--- config.mk ---
export PLATFORM = sky130hd
export DESIGN_NAME = gb2312_width_converter_unit
export DESIGN_NICKNAME = d
export VERILOG_FILES = /design/src/rtl/core/gbwc_pkg.sv /design/src/rtl/core/gbwc_emitter.sv /design/src/rtl/core/gb2312_width_converter_unit.sv
export SDC_FILE = /design/constraint.sdc
export NUM_CORES = 1
export LEC_CHECK = 0
export BUFFER_PORTS_ARGS = -buffer_cell sky130_fd_sc_hd__buf_2
export CAP_MARGIN = 20
export CELL_PAD_IN_SITES_DETAIL_PLACEMENT = 0
export CELL_PAD_IN_SITES_GLOBAL_PLACEMENT = 1
export CORE_UTILIZATION = 40
export CTS_BUF_LIST = sky130_fd_sc_hd__clkbuf_8
export DETAILED_ROUTE_END_ITERATION = 7
export PLACE_DENSITY = 0.83
export SLEW_MARGIN = 10
export SYNTH_ARGS = -nofsm -noshare
export SYNTH_HDL_FRONTEND = slang
export SYNTH_SLANG_ARGS = --single-unit
--- constraint.sdc ---
create_clock -name clock -period 2 [get_ports clock]
set_input_delay 0.1 -clock clock [delete_from_list [all_inputs] [get_ports clock]]
set_output_delay 0.1 -clock clock [all_outputs]
set_load 0.02 [all_outputs]
--- src/rtl/core/gbwc_pkg.sv ---
// ----------------------------------------------------------------------------
// gbwc_pkg
// Shared types, codes and conversion functions of the GB2312 width converter.
// ----------------------------------------------------------------------------
`default_nettype none

package gbwc_pkg;

   // byte codes
   localparam logic [7:0] HIGH_BIT_CODE   = 8'h80;
   localparam logic [7:0] SPACE_CODE      = 8'h20;
   localparam logic [7:0] DOLLAR_CODE     = 8'h24;
   localparam logic [7:0] TILDE_CODE      = 8'h7e;
   localparam logic [7:0] DELETE_CODE     = 8'h7f;
   localparam logic [7:0] SYMBOL_LEAD     = 8'ha1;
   localparam logic [7:0] ALNUM_LEAD      = 8'ha3;
   localparam logic [7:0] FW_DOLLAR_TRAIL = 8'he7;
   localparam logic [7:0] FW_TILDE_TRAIL  = 8'hab;
   localparam logic [7:0] FW_YUAN_TRAIL   = 8'ha4;
   localparam logic [7:0] FW_LAST_TRAIL   = 8'hfd;

   // direction register values
   localparam logic DIR_WIDEN  = 1'b0;
   localparam logic DIR_NARROW = 1'b1;

   // up to three result bytes caused by one input byte
   typedef struct packed {
      logic [1:0]      count;
      logic [2:0][7:0] bytes;
      logic            string_end;
   } bundle_type;

   function automatic bundle_type push(bundle_type b, logic [7:0] v);
      bundle_type r;
      r = b;
      unique case (b.count)
         2'd0: begin
            r.bytes[0] = v;
            r.count    = 2'd1;
         end
         2'd1: begin
            r.bytes[1] = v;
            r.count    = 2'd2;
         end
         2'd2: begin
            r.bytes[2] = v;
            r.count    = 2'd3;
         end
         default: r = b;
      endcase
      return r;
   endfunction

   // ASCII byte to full-width form
   function automatic bundle_type widen_low(bundle_type b, logic [7:0] c);
      bundle_type r;
      r = b;
      if (c < SPACE_CODE || c == DELETE_CODE) begin
         r = push(r, c);
      end else if (c == SPACE_CODE) begin
         r = push(r, SYMBOL_LEAD);
         r = push(r, SYMBOL_LEAD);
      end else if (c == DOLLAR_CODE) begin
         r = push(r, SYMBOL_LEAD);
         r = push(r, FW_DOLLAR_TRAIL);
      end else if (c == TILDE_CODE) begin
         r = push(r, SYMBOL_LEAD);
         r = push(r, FW_TILDE_TRAIL);
      end else begin
         r = push(r, ALNUM_LEAD);
         r = push(r, c + HIGH_BIT_CODE);
      end
      return r;
   endfunction

   // full-width pair back to ASCII, other pairs unchanged
   function automatic bundle_type narrow_pair(bundle_type b, logic [7:0] c,
                                              logic [7:0] d);
      bundle_type r;
      r = b;
      if (c == SYMBOL_LEAD && d == SYMBOL_LEAD) begin
         r = push(r, SPACE_CODE);
      end else if (c == SYMBOL_LEAD && d == FW_DOLLAR_TRAIL) begin
         r = push(r, DOLLAR_CODE);
      end else if (c == SYMBOL_LEAD && d == FW_TILDE_TRAIL) begin
         r = push(r, TILDE_CODE);
      end else if (c != ALNUM_LEAD || d < SYMBOL_LEAD || d > FW_LAST_TRAIL ||
                   d == FW_YUAN_TRAIL) begin
         r = push(r, c);
         r = push(r, d);
      end else begin
         r = push(r, d - HIGH_BIT_CODE);
      end
      return r;
   endfunction

   // all results of one input byte
   function automatic bundle_type convert(logic holding, logic [7:0] held,
                                          logic [7:0] c, logic last, logic dir);
      bundle_type r;
      r = '0;
      if (holding) begin
         if (c[7]) begin
            if (dir == DIR_WIDEN) begin
               r = push(r, held);
               r = push(r, c);
            end else begin
               r = narrow_pair(r, held, c);
            end
         end else begin
            r = push(r, held);
            if (dir == DIR_WIDEN) begin
               r = widen_low(r, c);
            end else begin
               r = push(r, c);
            end
         end
      end else if (c[7]) begin
         if (last) begin
            r = push(r, c);
         end
      end else if (dir == DIR_WIDEN) begin
         r = widen_low(r, c);
      end else begin
         r = push(r, c);
      end
      r.string_end = last;
      return r;
   endfunction

endpackage

`default_nettype wire

--- src/rtl/core/gbwc_emitter.sv ---
// ----------------------------------------------------------------------------
// gbwc_emitter
// Holds one result bundle and sends its bytes one per cycle while rsp_ready is high.
// ----------------------------------------------------------------------------
`default_nettype none

module gbwc_emitter (
   input  wire                     clock,
   input  wire                     reset,
   input  wire                     load,
   input  gbwc_pkg::bundle_type    bundle,
   output logic                    can_load,
   output logic                    rsp_valid,
   input  wire                     rsp_ready,
   output logic [7:0]              rsp_out_byte,
   output logic                    rsp_run_end,
   output logic                    rsp_string_end
);
   import gbwc_pkg::*;

   logic       valid_ff, valid_in;
   logic [1:0] idx_ff, idx_in;
   bundle_type bundle_ff, bundle_in;
   logic       at_end;
   logic       sent;

   assign at_end   = (idx_ff == bundle_ff.count - 2'd1);
   assign sent     = valid_ff && rsp_ready;
   assign can_load = !valid_ff || (sent && at_end);

   always_comb begin
      valid_in  = valid_ff;
      idx_in    = idx_ff;
      bundle_in = bundle_ff;
      if (load) begin
         valid_in  = 1'b1;
         idx_in    = 2'd0;
         bundle_in = bundle;
      end else if (sent) begin
         if (at_end) begin
            valid_in = 1'b0;
         end else begin
            idx_in = idx_ff + 2'd1;
         end
      end
   end

   always_ff @(posedge clock) begin
      if (reset) begin
         valid_ff <= 1'b0;
         idx_ff   <= 2'd0;
      end else begin
         valid_ff <= valid_in;
         idx_ff   <= idx_in;
      end
      bundle_ff <= bundle_in;
   end

   always_comb begin
      unique case (idx_ff)
         2'd0:    rsp_out_byte = bundle_ff.bytes[0];
         2'd1:    rsp_out_byte = bundle_ff.bytes[1];
         default: rsp_out_byte = bundle_ff.bytes[2];
      endcase
   end

   assign rsp_valid      = valid_ff;
   assign rsp_run_end    = at_end;
   assign rsp_string_end = at_end && bundle_ff.string_end;

   a_count_nonzero: assert property (@(posedge clock) disable iff (reset)
      valid_ff |-> bundle_ff.count != 2'd0)
      else $error("emitter holds an empty bundle");

   a_idx_in_range: assert property (@(posedge clock) disable iff (reset)
      valid_ff |-> idx_ff < bundle_ff.count)
      else $error("emitter index past bundle end");

   a_load_restarts: assert property (@(posedge clock) disable iff (reset)
      load |=> valid_ff && idx_ff == 2'd0)
      else $error("loaded bundle does not start at first byte");

endmodule

`default_nettype wire

--- src/rtl/core/gb2312_width_converter_unit.sv ---
// ----------------------------------------------------------------------------
// gb2312_width_converter_unit
// ASCII <-> GB2312 full-width byte-stream converter.
// ----------------------------------------------------------------------------
// Output: first result byte is valid the cycle after the input transfer.
// Throughput: one input byte per cycle while rsp_ready is high and each
//   input yields one result; an input yielding more (up to 3) holds the
//   single-entry result bundle register until its last byte is sent.
// Reset: synchronous, active high; clears direction, the lead-byte holding
//   flag and result valid. No clearing pass.
// ----------------------------------------------------------------------------
`default_nettype none

module gb2312_width_converter_unit (
   input  wire        clock,
   input  wire        reset,
   // input byte channel
   input  wire        req_valid,
   output logic       req_ready,
   input  wire  [7:0] req_in_byte,
   input  wire        req_last,
   // result byte channel
   output logic       rsp_valid,
   input  wire        rsp_ready,
   output logic [7:0] rsp_out_byte,
   output logic       rsp_run_end,
   output logic       rsp_string_end,
   // direction register write
   input  wire        csr_valid,
   output logic       csr_ready,
   input  wire        csr_direction
);
   import gbwc_pkg::*;

   // direction register: 0 widens ASCII, 1 narrows full-width pairs
   logic       dir_ff, dir_in;
   // pending lead byte (any byte with the top bit set)
   logic       holding_ff, holding_in;
   logic [7:0] held_ff, held_in;

   logic       accept;
   logic       can_load;
   bundle_type bundle;

   // register writes are always taken
   assign csr_ready = 1'b1;

   // an input is taken whenever the emitter can take its bundle this cycle
   assign req_ready = can_load;
   assign accept    = req_valid && req_ready;

   // all result bytes of this input, computed in one pass
   assign bundle = convert(holding_ff, held_ff, req_in_byte, req_last, dir_ff);

   always_comb begin
      dir_in     = dir_ff;
      holding_in = holding_ff;
      held_in    = held_ff;
      if (csr_valid) begin
         dir_in = csr_direction;
      end
      if (accept) begin
         // a high byte starts a new pending lead unless it closes a pair
         // or ends the string
         holding_in = !holding_ff && req_in_byte[7] && !req_last;
         held_in    = req_in_byte;
      end
   end

   always_ff @(posedge clock) begin
      if (reset) begin
         dir_ff     <= DIR_WIDEN;
         holding_ff <= 1'b0;
      end else begin
         dir_ff     <= dir_in;
         holding_ff <= holding_in;
      end
      held_ff <= held_in;
   end

   // bundles with no bytes (lead byte only held) are not loaded
   gbwc_emitter u_emitter (
      .clock          (clock),
      .reset          (reset),
      .load           (accept && bundle.count != 2'd0),
      .bundle         (bundle),
      .can_load       (can_load),
      .rsp_valid      (rsp_valid),
      .rsp_ready      (rsp_ready),
      .rsp_out_byte   (rsp_out_byte),
      .rsp_run_end    (rsp_run_end),
      .rsp_string_end (rsp_string_end)
   );

   a_held_is_high: assert property (@(posedge clock) disable iff (reset)
      holding_ff |-> held_ff[7])
      else $error("held lead byte below 0x80");

   a_last_flushes: assert property (@(posedge clock) disable iff (reset)
      (accept && req_last) |=> !holding_ff)
      else $error("lead byte still held after end of string");

   a_idle_ready: assert property (@(posedge clock) disable iff (reset)
      !rsp_valid |-> req_ready)
      else $error("input stalled with no result pending");

endmodule

`default_nettype wire
Word-level counts from Yosys, hierarchy flattened:

Index checks and enable logic that the tools add are counted.

* input port bits: 15
* logic and storage cells: 222
* bits in writable memories: 0
* output and inout port bits: 13
* bits in latches: 0
* memories kept: 0
* memory bits (read-only): 0
* flip-flop bits (word level): 40

* $add $sub $neg: 4
* shift-type cells: 0
* div/mod/pow operators: 0
* bitwise gates (word level): 1
* $mul: 0
* muxes and demuxes: 134
* reductions and logical operators: 36
* magnitude comparators: 3
* equal/unequal tests: 34

Operators by type and width (number)
* two-way mux 27 bit: 18
* two-way mux 8 bit: 34
* two-way mux 2 bit: 62
* one-hot mux 2 bit (3 select lines): 11
* equality test 8 bit, second input constant: 5
* two-way mux 26 bit: 1
* equality test 2 x 1 -> 1 bit, second input constant: 12
* zero test 2 bit: 12
* equality test 2 bit, second input constant: 11
* two-way mux 7 bit: 3
* equality test 8 x 6 -> 1 bit, second input constant: 2
* equality test 8 x 7 -> 1 bit, second input constant: 2
* one-hot mux 8 bit (2 select lines): 1
* logical AND 1 bit: 10
* adder 8 bit, second input constant: 1
* > comparator 8 bit, second input constant: 1
* < comparator 8 x 6 -> 1 bit, second input constant: 1
* < comparator 8 bit, second input constant: 1
* != test 8 bit, second input constant: 1
* subtractor 8 bit, second input constant: 1
* nonzero test 2 bit: 3
* logical OR 1 bit: 5
* two-way mux 4 bit: 1
* AND reduction 2 bit: 2
* other kinds (7): 11

Longest topological paths before layout:

Gate-level depths: netlist of the first run.

* depth in word-level cells: 24
* depth in mapped cells: 7
* mapped depth without buffers: 5

Modules after synthesis:

Synthesis of the first run repeated with hierarchy kept, for this count alone.

* cell total of the unflattened synthesis: 238
* area total of the unflattened synthesis: 2336.0 um^2

Modules (own cells, without submodules)
* gb2312_width_converter_unit: sequential area each 280.3 um^2, instances 1, cells an instance 159, area an instance 1169.9 um^2
* gbwc_emitter: sequential area each 870.8 um^2, instances 1, cells an instance 79, area an instance 1166.1 um^2

Worst setup path after synthesis of the first run:

Ideal clock, no wire load.

* path type: reg-to-reg
* from: reg u_emitter.bundle_ff[26] in the netlist's numbering
* to: reg u_emitter.bundle_ff[0] in the netlist's numbering, enable pin
* period minus slack after synthesis: 2519 ps
* library setup time: 386 ps
* data arrival time: 2133 ps
* path slack: -519 ps
* cell stages (with the launch flop): 5
* required time: 1614 ps
* buffers on the path: 0
* cells stage by stage: edfxtp_1 xnor2_1 mux2_2 o21ai_1 and2_1

* cells in the longest elaborated chain, start to end: 6

Ends and longest elaborated chain
* start: declaration: RTL line gbwc_emitter.sv:23 `bundle_type bundle_ff, bundle_in;`
* start signal: assignment: RTL line gbwc_emitter.sv:56 `bundle_ff <= bundle_in;`
* subtractor 2 x 1 -> 2 bit: RTL line gbwc_emitter.sv:27 `assign at_end = (idx_ff == bundle_ff.count - 2'd1);`
* equality test 2 bit: RTL line gbwc_emitter.sv:27
* logical AND 1 bit: RTL line gbwc_emitter.sv:29 `assign can_load = !valid_ff || (sent && at_end);`
* logical OR 1 bit: RTL line gbwc_emitter.sv:29
* named net req_ready: RTL line gb2312_width_converter_unit.sv:19 `output logic req_ready,`
* logical AND 1 bit: RTL line gb2312_width_converter_unit.sv:50 `assign accept = req_valid && req_ready;`
* logical AND 1 bit: RTL line gb2312_width_converter_unit.sv:85 `.load (accept && bundle.count != 2'd0),`
* named net u_emitter.load: RTL line gbwc_emitter.sv:10 `input wire load,`

The timed path passes the listed nets, and every way through them passes these cells.
A chain may end at the register's enable or synchronous reset.

==> results of run 1 <==
==> flip-flops by register name, indices dropped and copies added, names as in the netlist <==
signal / cells
u_emitter.idx_ff: 2
held_ff: 8
holding_ff: 1
dir_ff: 1
u_emitter.rsp_valid: 1
u_emitter.bundle_ff: 27
==> power by group through the flow <==
stage               Clock, mW  Sequential [mW]  Combinational [mW]
global placement            0             1.03               0.365
global route            0.569             1.01               0.429
finish                  0.516             1.01               0.391
CTS                     0.523             1.01               0.369
detailed placement          0             1.03               0.367
floorplan                   0             1.02               0.231
==> worst max-delay path: stages, from the launching register on <==
cell and delay, ns:
edfxtp_1 0.41, nor4bb_2 0.31, buf_4 0.16, nand4_1 0.22, a21oi_2 0.24, buf_4 0.16
o21bai_4 0.07, a41o_1 0.23
==> final cells by class <==
cell class | count | area share [%]
inverters | 9 | 1.21
multi-input cells | 164 | 39.0
well taps | 72 | 3.23
clock buffers | 5 | 2.47
clock inverters | 3 | 0.448
flip-flops and latches | 40 | 41.2
repair buffers | 53 | 12.5
==> Yosys cell counts (3+ instances only) <==
| library cell | n | area [µm²] |
|---|---|---|
| nand2b_1 | 3 | 18.8 |
| inv_1 | 9 | 33.8 |
| nor3_1 | 5 | 25.0 |
| and3_1 | 5 | 31.3 |
| a31oi_1 | 3 | 18.8 |
| a22oi_1 | 8 | 60.1 |
| clkbuf_1 | 8 | 30.0 |
| and2_1 | 4 | 25.0 |
| edfxtp_1 | 35 | 1050 |
| dfxtp_1 | 5 | 100 |
| nand4_1 | 4 | 25.0 |
| a21oi_1 | 13 | 65.1 |
| nand3_1 | 6 | 30.0 |
| a21boi_0 | 3 | 22.5 |
| buf_2 | 5 | 25.0 |
| nor2_1 | 18 | 67.6 |
| nand2_1 | 28 | 105 |
| o21ai_0 | 10 | 50.1 |
==> routing by layer <==
metal  part of all wire [%]  GRT usage (%)
met5                      0              0
met4                    1.9           6.79
met3                    6.0           3.93
met2                     48           30.9
met1                     44           27.6
==> repair_timing <==
action / 4_1_cts / 5_1_grt
buffers inserted: 0 / 1
endpoints found under the setup margin: 11 / 57
resized for setup: 2 / 19
hold buffers: 1 / 0
hold endpoints to repair: 2 / 0
pin swaps: 0 / 6
gates cloned: 0 / 1
==> kinds of logic after synthesis <==
| group | synth area share, % |
|---|---|
| buf+inv | 4.92 |
| other cells | 0.166 |
| xor+xnor | 0.775 |
| flops | 50.9 |
| compound gates | 19.3 |
| simple gates | 21.4 |
| fa+ha+maj | 1.11 |
| mux | 1.38 |
==> how the worst max path moves through the flow <==
stage / slack (ns) / to / cells past startpoint / start
6_report: -0.03 / u_emitter.bundle_ff[15] / 7 / held_ff[3]
5_1_grt: -0.16 / u_emitter.bundle_ff[15] / 7 / held_ff[3]
4_1_cts: -0.02 / u_emitter.bundle_ff[4] / 7 / held_ff[2]
3_5_place_dp: -0.1 / u_emitter.bundle_ff[8] / 6 / held_ff[2]
3_3_place_gp: -0.07 / u_emitter.bundle_ff[8] / 6 / held_ff[2]
2_1_floorplan: 0.07 / u_emitter.bundle_ff[4] / 5 / held_ff[2]
==> per-stage QoR <==
step                hold WS [ns]  util, %
finish                    0.0341     51.0
global route              0.0252     51.0
CTS                       0.0265     49.4
detailed placement         0.293     47.7
global placement           0.293     47.7
floorplan                  0.169        -
==> flow_summary.json, run 1 <==
{
  "status": "finished, violations left",
  "violations": "setup timing",
  "clock_path_buffers": 2,
  "yosys_most_used_dff": "edfxtp_1",
  "fin_worst_skew_ns": 0.00527,
  "insertedDiodeCount": 0,
  "p_seq_share_pct": 52.7,
  "irDropWorstVdd_v": 0.000483,
  "first_iter_violations": 137,
  "dp_slack_ns": -0.0954,
  "setup_violations": 1,
  "die_x_um": 77.2,
  "multi_input_area_um2": 1090,
  "p_total_mw": 1.92,
  "dieArea_um2": 5960,
  "cts_tree": "yes",
  "r2r.worst_path.cells": 7,
  "first_pass_iters": 4,
  "grt_pass1_vias": 1802,
  "wire_per_inst_um": 16.5,
  "startpoint_type": "flip-flop",
  "reg2reg_slack_ns": -0.03,
  "fill_cells": 500,
  "p_int_mw": 1.37,
  "seq_area_frac_synth_pct": 50.9,
  "max_cap_viol_count": 0,
  "h-tree-depth": 2,
  "grt_overflow": 0,
  "final_hold_viol_count": 0,
  "holdCritPathClass": "input pin to flip-flop",
  "final_area_um2": 2790,
  "die_h_um": 77.2,
  "antenna_found_initial": 0,
  "r2r_start": "held_ff[3]",
  "vias": 1948,
  "drive_gt1_share_pct": 29.2,
  "final_cell_mix": "edfxtp_1, nand2_1, buf_2",
  "fmaxAchievable_mhz": 492,
  "clock_latency_ns": 0.30,
  "root_buffer": "clkbuf_8",
  "crit_type": "flip-flop to flip-flop",
  "fin_nets": 290,
  "switchingPower_mw": 0.544,
  "synth_cells": 228,
  "mostFrequentLayoutCell": "edfxtp_1",
  "avgSynthCellArea_um2": 9.92,
  "arrival_ns": 2.09,
  "grt_usage_pct": 19.9,
  "fin_tns_setup_ns": -0.0343,
  "syn_nets": 245,
  "start_util_pct": 41.3,
  "cts.clk_slew.worst_paths_ns": 0.08,
  "ys_warn_count": 0,
  "p_sw_share_pct": 28.4,
  "drc": 0,
  "numCtsBuffers": 5,
  "ys_types": 58,
  "timing.final.max_slew_violations": 0,
  "drt-total-wl_mm": 5.71,
  "gp_congestion": 0.959,
  "rsz0062_at_grt": "true",
  "synth_edf_count": 35,
  "reg2reg_to": "u_emitter.bundle_ff[15]",
  "p_clk_share_pct": 26.9,
  "leakagePower_nw": 1.09,
  "netlist_area_um2": 2260,
  "cts.sinks": 40,
  "worstPathMaxFanout": 4,
  "setup_ws_ns": -0.0343,
  "grt_first_pass_wirelength_mm": 9.08,
  "powerDensity_nw_per_um2": 686,
  "grt_max_degree": 31,
  "io_pins": 28,
  "ant_nets": 0,
  "ys_async_sr_fraction_pct": 0,
  "ys_ff_latch": 40,
  "fin_cells": 346,
  "cp.required_ns": 2.06,
  "end_kind": "flip-flop",
  "hold-path-cell-count": 1,
  "power_frac_comb_pct": 20.4,
  "core_um2": 5470,
  "finalCritPeriodShare_pct": 102,
  "hpwl_mm": 3.92,
  "port-buffer-count": 26,
  "area_delta_synth_final_pct": 23.5,
  "period_needed_ns": 2.03,
  "min_from": "req_last",
  "hold_end": "u_emitter.bundle_ff[0]",
  "seqCellArea_um2": 1150,
  "place_inst": 335,
  "routed_via_density": 5.63,
  "placed_area_um2": 2610,
  "rows": 27
}
Power figures use the tool's default switching activity.
==> run 2, diff against run 1 <==
--- a/config.mk
+++ b/config.mk
@@ -16,4 +16,5 @@
 export SLEW_MARGIN = 10
 export SYNTH_ARGS = -nofsm -noshare
 export SYNTH_HDL_FRONTEND = slang
+export SYNTH_HIERARCHICAL = 1
 export SYNTH_SLANG_ARGS = --single-unit
==> run 2 against run 1 <==
  * The flow still finishes with violations (setup timing)
  * Setup slack improved by 0.027 ns
  * Clock skew rose by 0.0046 ns
  * Combinational power rose by 14%
  * Register-to-register slack improved by 0.03 ns
  * Area after synthesis rose by 3.3%
  * Critical path depth rose by 1
  * Critical path type unchanged
  * Critical endpoint is now u_emitter/bundle_ff[0]
  * Largest cell class is now multi-input gates
  * Highest routed layer unchanged
==> flow_summary.json, run 2 <==
{
  "status": "finished, violations left",
  "violations": "setup timing",
  "drive_gt1_share_pct": 31.1,
  "fin_worst_skew_ns": 0.00989,
  "cp.required_ns": 2.01,
  "io_pins": 28,
  "switchingPower_mw": 0.548,
  "seq_area_frac_synth_pct": 49.3,
  "grt_max_degree": 27,
  "final_area_um2": 2890,
  "leakagePower_nw": 1.19,
  "holdCritPathClass": "input pin to flip-flop",
  "ant_nets": 0,
  "ys_types": 60,
  "clock_latency_ns": 0.29,
  "netlist_area_um2": 2340,
  "worstPathMaxFanout": 4,
  "yosys_most_used_dff": "edfxtp_1",
  "fin_nets": 305,
  "reg_top3": "u_emitter/bundle_ff (27), held_ff (8), u_emitter/idx_ff (2)",
  "startpoint_type": "flip-flop",
  "synth_common_cells": "nand2_1, edfxtp_1, nor2_1",
  "routed_via_density": 5.44,
  "synth_area_leader_cell": "edfxtp_1",
  "die_x_um": 78.4,
  "globalRouteMet2Util_pct": 32.5,
  "synth_cells": 238,
  "hpwl_mm": 4.21,
  "crit_type": "flip-flop to flip-flop",
  "first_iter_violations": 113,
  "cts.clk_slew.worst_paths_ns": 0.07,
  "irDropWorstVdd_v": 0.000488,
  "powerDensity_nw_per_um2": 680,
  "yosys.area.top_type_share_pct": 45.0,
  "grt-busiest-layer": "met2",
  "power_frac_comb_pct": 22.6,
  "drt-total-wl_mm": 5.53,
  "rsz0062_at_grt": "true",
  "fmaxAchievable_mhz": 498,
  "avgSynthCellArea_um2": 9.82,
  "ys_warn_count": 6,
  "ys_async_sr_fraction_pct": 0,
  "grt_usage_pct": 19.9,
  "placed_area_um2": 2740,
  "vias": 1965,
  "arrival_ns": 2.02,
  "area_delta_synth_final_pct": 23.7,
  "period_needed_ns": 2.01,
  "insertedDiodeCount": 0,
  "drc": 0,
  "largest_register_ffs": 27,
  "grt_overflow": 0,
  "antenna_found_initial": 0,
  "met1_usage_pct": 26.0,
  "p_int_mw": 1.42,
  "multi_input_area_um2": 1150,
  "numCtsBuffers": 5,
  "end_kind": "flip-flop",
  "port-buffer-count": 26,
  "grt_first_pass_wirelength_mm": 9.26,
  "p_seq_share_pct": 52.3,
  "final_hold_viol_count": 0,
  "rows": 27,
  "fill_cells": 495,
  "synth_edf_count": 35,
  "p_sw_share_pct": 27.9,
  "gr-usage-met3_pct": 3.14,
  "timing.final.max_slew_violations": 0,
  "setup_ws_ns": -0.00687,
  "max_cap_viol_count": 0,
  "final_cell_mix": "nand2_1, edfxtp_1, buf_4",
  "clock_path_buffers": 2,
  "dieArea_um2": 6150,
  "die_h_um": 78.4,
  "hold_buffers": 0,
  "ys_ff_latch": 40,
  "cts.sinks": 40,
  "finalCritPeriodShare_pct": 100,
  "max_flop_register": "u_emitter/bundle_ff",
  "first_pass_iters": 4,
  "synth_most_common_cell": "nand2_1",
  "syn_nets": 255,
  "core_um2": 5570,
  "root_buffer": "clkbuf_8",
  "ys_top_cells_by_area": "edfxtp_1, nand2_1, dfxtp_1",
  "p_clk_share_pct": 25.1,
  "seqCellArea_um2": 1150,
  "setup_violations": 1,
  "wire_per_inst_um": 15.3,
  "mostFrequentLayoutCell": "nand2_1",
  "h-tree-depth": 2,
  "start_util_pct": 41.9,
  "cts_tree": "yes",
  "grt_pass1_vias": 1923,
  "p_total_mw": 1.96,
  "gp_congestion": 0.979
}
## run 2: cell types whose count changed after synthesis, moves of 3 or more
cell / delta
nand2_1: +13
a211oi_1: +3
nor2_1: +4
and4bb_2: +3
o211ai_1: +4
clkbuf_1: -4
## run 2: logic make-up after synthesis
group	count (synthesis)	synth area share [%]
adders and majority gates	2	1.07
buffers and inverters	22	4.39
and+or+nand+nor	110	24.7
AOI/OAI and AO/OA	59	18.3
DFF	40	49.3
other	1	0.161
muxes	2	1.02
xor gates and xnor gates	2	1.07
## run 2: power groups by stage
stage	Clock [mW]	Combinational, mW	Sequential (mW)
2_1_floorplan	0	0.265	1.04
3_3_place_gp	0	0.422	1.04
3_5_place_dp	0	0.425	1.04
4_1_cts	0.501	0.426	1.03
5_1_grt	0.537	0.490	1.03
6_report	0.492	0.444	1.03
## run 2: worst max-delay path, stage by stage (launching register included)
cell      delay, ns
edfxtp_1       0.43
xnor2_2        0.25
mux2i_4        0.28
nand2_1        0.09
nand2_2        0.09
and2_4         0.14
a21boi_4       0.21
buf_6          0.14
buf_4          0.11
## run 2: through the flow
| stage | utilization, % | TNS [ns] | setup WS, ns | cells | hold WS [ns] |
|---|---|---|---|---|---|
| 6_report | 51.8 | -0.00687 | -0.00687 | 361 | 0.0321 |
| 5_1_grt | 51.8 | -2.84 | -0.112 | 361 | 0.0282 |
| 4_1_cts | 50.6 | 0 | 0.00990 | 358 | 0.0238 |
| 3_5_place_dp | 49.1 | 0 | 0.0254 | 350 | 0.327 |
| 3_3_place_gp | 49.1 | 0 | 0.0443 | 350 | 0.325 |
| 2_1_floorplan | - | -16.49 | -0.554 | 238 | 0.172 |
## run 2: path summary, 6_finish.rpt
check                          startpoint                     end  slack (ns)  cells after the start
setup reg to reg  u_emitter/bundle_ff[26]  u_emitter/bundle_ff[0]      -0.007                      8
hold reg to reg       u_emitter/idx_ff[1]     u_emitter/idx_ff[1]        0.56                      2
hold / removal                      reset     u_emitter/rsp_valid        0.03                      2
setup / recovery  u_emitter/bundle_ff[26]  u_emitter/bundle_ff[0]      -0.007                      8
## run 2: timing repair
action                     in CTS  in global routing
setup endpoints to repair       0                 46
buffers inserted                0                  3
resized for setup               0                 10
## run 2: layout make-up
type,instances,share of cell area [%]
Clock buffer,5,2.38
Clock inverter,3,0.433
Inverter,7,0.909
Multi-Input combinational cell,176,39.9
Sequential cell,40,39.8
Tap cell,72,3.12
Timing Repair Buffer,58,13.4
## run 2: metal layers
metal / vias to the layer above / routed length, µm
li1: 980 / -
met1: 922 / 2470
met2: 54 / 2680
met3: 9 / 282
met4: 0 / 94
met5: - / 0
==> run 3, diff against run 2 <==
==> constraint.sdc (replaced) <==
create_clock -name clock -period 2 [get_ports clock]
set_input_delay 0.5 -clock clock [delete_from_list [all_inputs] [get_ports clock]]
set_output_delay 0.5 -clock clock [all_outputs]
set_load 0.02 [all_outputs]
==> run 3 against run 2 <==
  * The run still ends with setup timing left
  * Register-to-register slack is essentially flat
  * First-iteration DRC count grew 45%
  * Sequential power is essentially flat
  * Setup slack lost 0.076 ns
  * Wire length grew 8.8%
  * Combinational power grew 15%
  * Final area grew 11%
  * Clock-buffer cell count is the same
  * Maximum frequency shrank 3.6%
  * Sequential share of layout area shrank 3.9 points
  * Global-route usage grew 0.80 points
  * Hold slack gained 0.40 ns
  * Critical endpoint is now rsp_string_end
  * Highest routed layer unchanged
==> flow_summary.json, run 3 (synthesized netlist as in run 2, its figures left out) <==
{
  "status": "finished, violations left",
  "violations": "setup timing",
  "hold_slack_ns": 0.429,
  "crit_path_max_incr_delay_ns": 0.41,
  "end_kind": "output pin",
  "h-tree-depth": 2,
  "met1_usage_pct": 26.0,
  "rsz0062_at_grt": "true",
  "dieArea_um2": 6150,
  "ant_nets": 0,
  "max_flop_register": "u_emitter/bundle_ff",
  "mostFrequentLayoutCell": "buf_4",
  "multi_input_area_um2": 1210,
  "slowest_stage": "edfxtp_1",
  "routed_via_density": 5.27,
  "clock_path_buffers": 2,
  "insertedDiodeCount": 0,
  "setup_ws_ns": -0.0826,
  "io_pins": 28,
  "cts_tree": "yes",
  "numCtsBuffers": 5,
  "crit_type": "flip-flop to output pin",
  "rows": 27,
  "crit_path_frequent_cell": "buf_6",
  "area_delta_synth_final_pct": 37.9,
  "antenna_found_initial": 0,
  "drc": 0,
  "grt_overflow": 0,
  "die_x_um": 78.4,
  "final_hold_viol_count": 0,
  "first_pass_iters": 4,
  "drt-total-wl_mm": 6.01,
  "cp_cell_sequence": "xnor2_2, mux2i_4, buf_6, and2_4, buf_6",
  "cp.required_ns": 1.50,
  "grt_pass1_vias": 1975,
  "max_cap_viol_count": 0,
  "fin_nets": 330,
  "globalRouteMet2Util_pct": 36.2,
  "setup_violations": 3,
  "grt_usage_pct": 20.7,
  "arrival_ns": 1.58,
  "irDropWorstVdd_v": 0.000340,
  "fmaxAchievable_mhz": 480,
  "grt_first_pass_wirelength_mm": 9.72,
  "drive_gt1_share_pct": 41.1,
  "seqCellArea_um2": 1160,
  "leakagePower_nw": 1.33,
  "finalCoreUtilization_pct": 57.8,
  "vias": 2033,
  "fin_worst_skew_ns": 0.00124,
  "final_cell_mix": "buf_4, nand2_1, edfxtp_1",
  "clock_latency_ns": 0.28,
  "placed_area_um2": 2850,
  "hpwl_mm": 4.54,
  "startpoint_type": "flip-flop",
  "grt-busiest-layer": "met2",
  "timing.final.max_slew_violations": 0,
  "largest_register_ffs": 27,
  "cts.sinks": 40,
  "start_util_pct": 41.9,
  "core_um2": 5570,
  "cts.clk_slew.worst_paths_ns": 0.07,
  "fin_tns_setup_ns": -0.167,
  "gp_congestion": 0.959,
  "wire_per_inst_um": 15.6,
  "gr-usage-met3_pct": 3.37,
  "period_needed_ns": 2.08,
  "holdCritPathClass": "input pin to flip-flop",
  "grt_max_degree": 32,
  "root_buffer": "clkbuf_8",
  "first_iter_violations": 164,
  "powerDensity_nw_per_um2": 674,
  "worstPathMaxFanout": 3,
  "reg_top3": "u_emitter/bundle_ff (27), held_ff (8), u_emitter/idx_ff (2)",
  "fill_cells": 491,
  "finalCritPeriodShare_pct": 104,
  "die_h_um": 78.4,
  "hold_buffers": 0,
  "port-buffer-count": 26,
  "final_area_um2": 3220
}
run 3: power breakdown:
| group | total [mW] | switching, mW | internal, mW |
|---|---|---|---|
| Clock | 0.630 | 0.267 | 0.363 |
| Sequential | 1.03 | 0.0380 | 0.994 |
| Combinational | 0.510 | 0.272 | 0.238 |
run 3: final timing paths:
path | endpoint | from | cells past startpoint | slack (ns)
max | rsp_string_end | u_emitter/bundle_ff[26] | 5 | -0.08
min | u_emitter/bundle_ff[0] | req_last | 1 | 0.43
max reg2reg | u_emitter/rsp_valid | u_emitter/bundle_ff[26] | 9 | 0
min reg2reg | u_emitter/idx_ff[1] | u_emitter/idx_ff[1] | 2 | 0.54
run 3: per-layer routing:
layer  routed length (µm)  share of wire, %  up-vias
met5                    0                 0        -
met4                   99               1.6        0
li1                     -                 -     1035
met3                  207               3.4       11
met1                 2640                44      935
met2                 3060                51       52
run 3: area by class of cell:
cell class | count | share of cell area [%]
clock buffer | 5 | 2.14
clock inverter | 3 | 1.17
multi-input combinational | 176 | 37.7
tap | 72 | 2.80
inverter | 7 | 0.816
timing repair buffer | 83 | 19.4
sequential | 40 | 36.0
run 3: through the flow:
stage / total power, mW / std cells / worst slack (ns)
floorplan: 1.31 / 238 / -0.554
global placement: 1.47 / 365 / -0.112
detailed placement: 1.48 / 365 / -0.114
CTS: 2.13 / 375 / -0.0842
global route: 2.27 / 386 / -0.164
finish: 2.17 / 386 / -0.0826
run 3: critical path: cells and delay by family (launching register included):
kind | cells | cell delay [ns]
flops | 1 | 0.41
mux | 1 | 0.29
xor+xnor | 1 | 0.24
buf+inv | 2 | 0.24
simple gates | 1 | 0.13
run 3: what timing repair did:
item                                    in CTS  in global routing
endpoints found under the hold margin        0                  0
pin swaps                                    2                  1
endpoints found under the setup margin      13                 59
gates resized for setup                     15                 26
buffers inserted                             2                 11
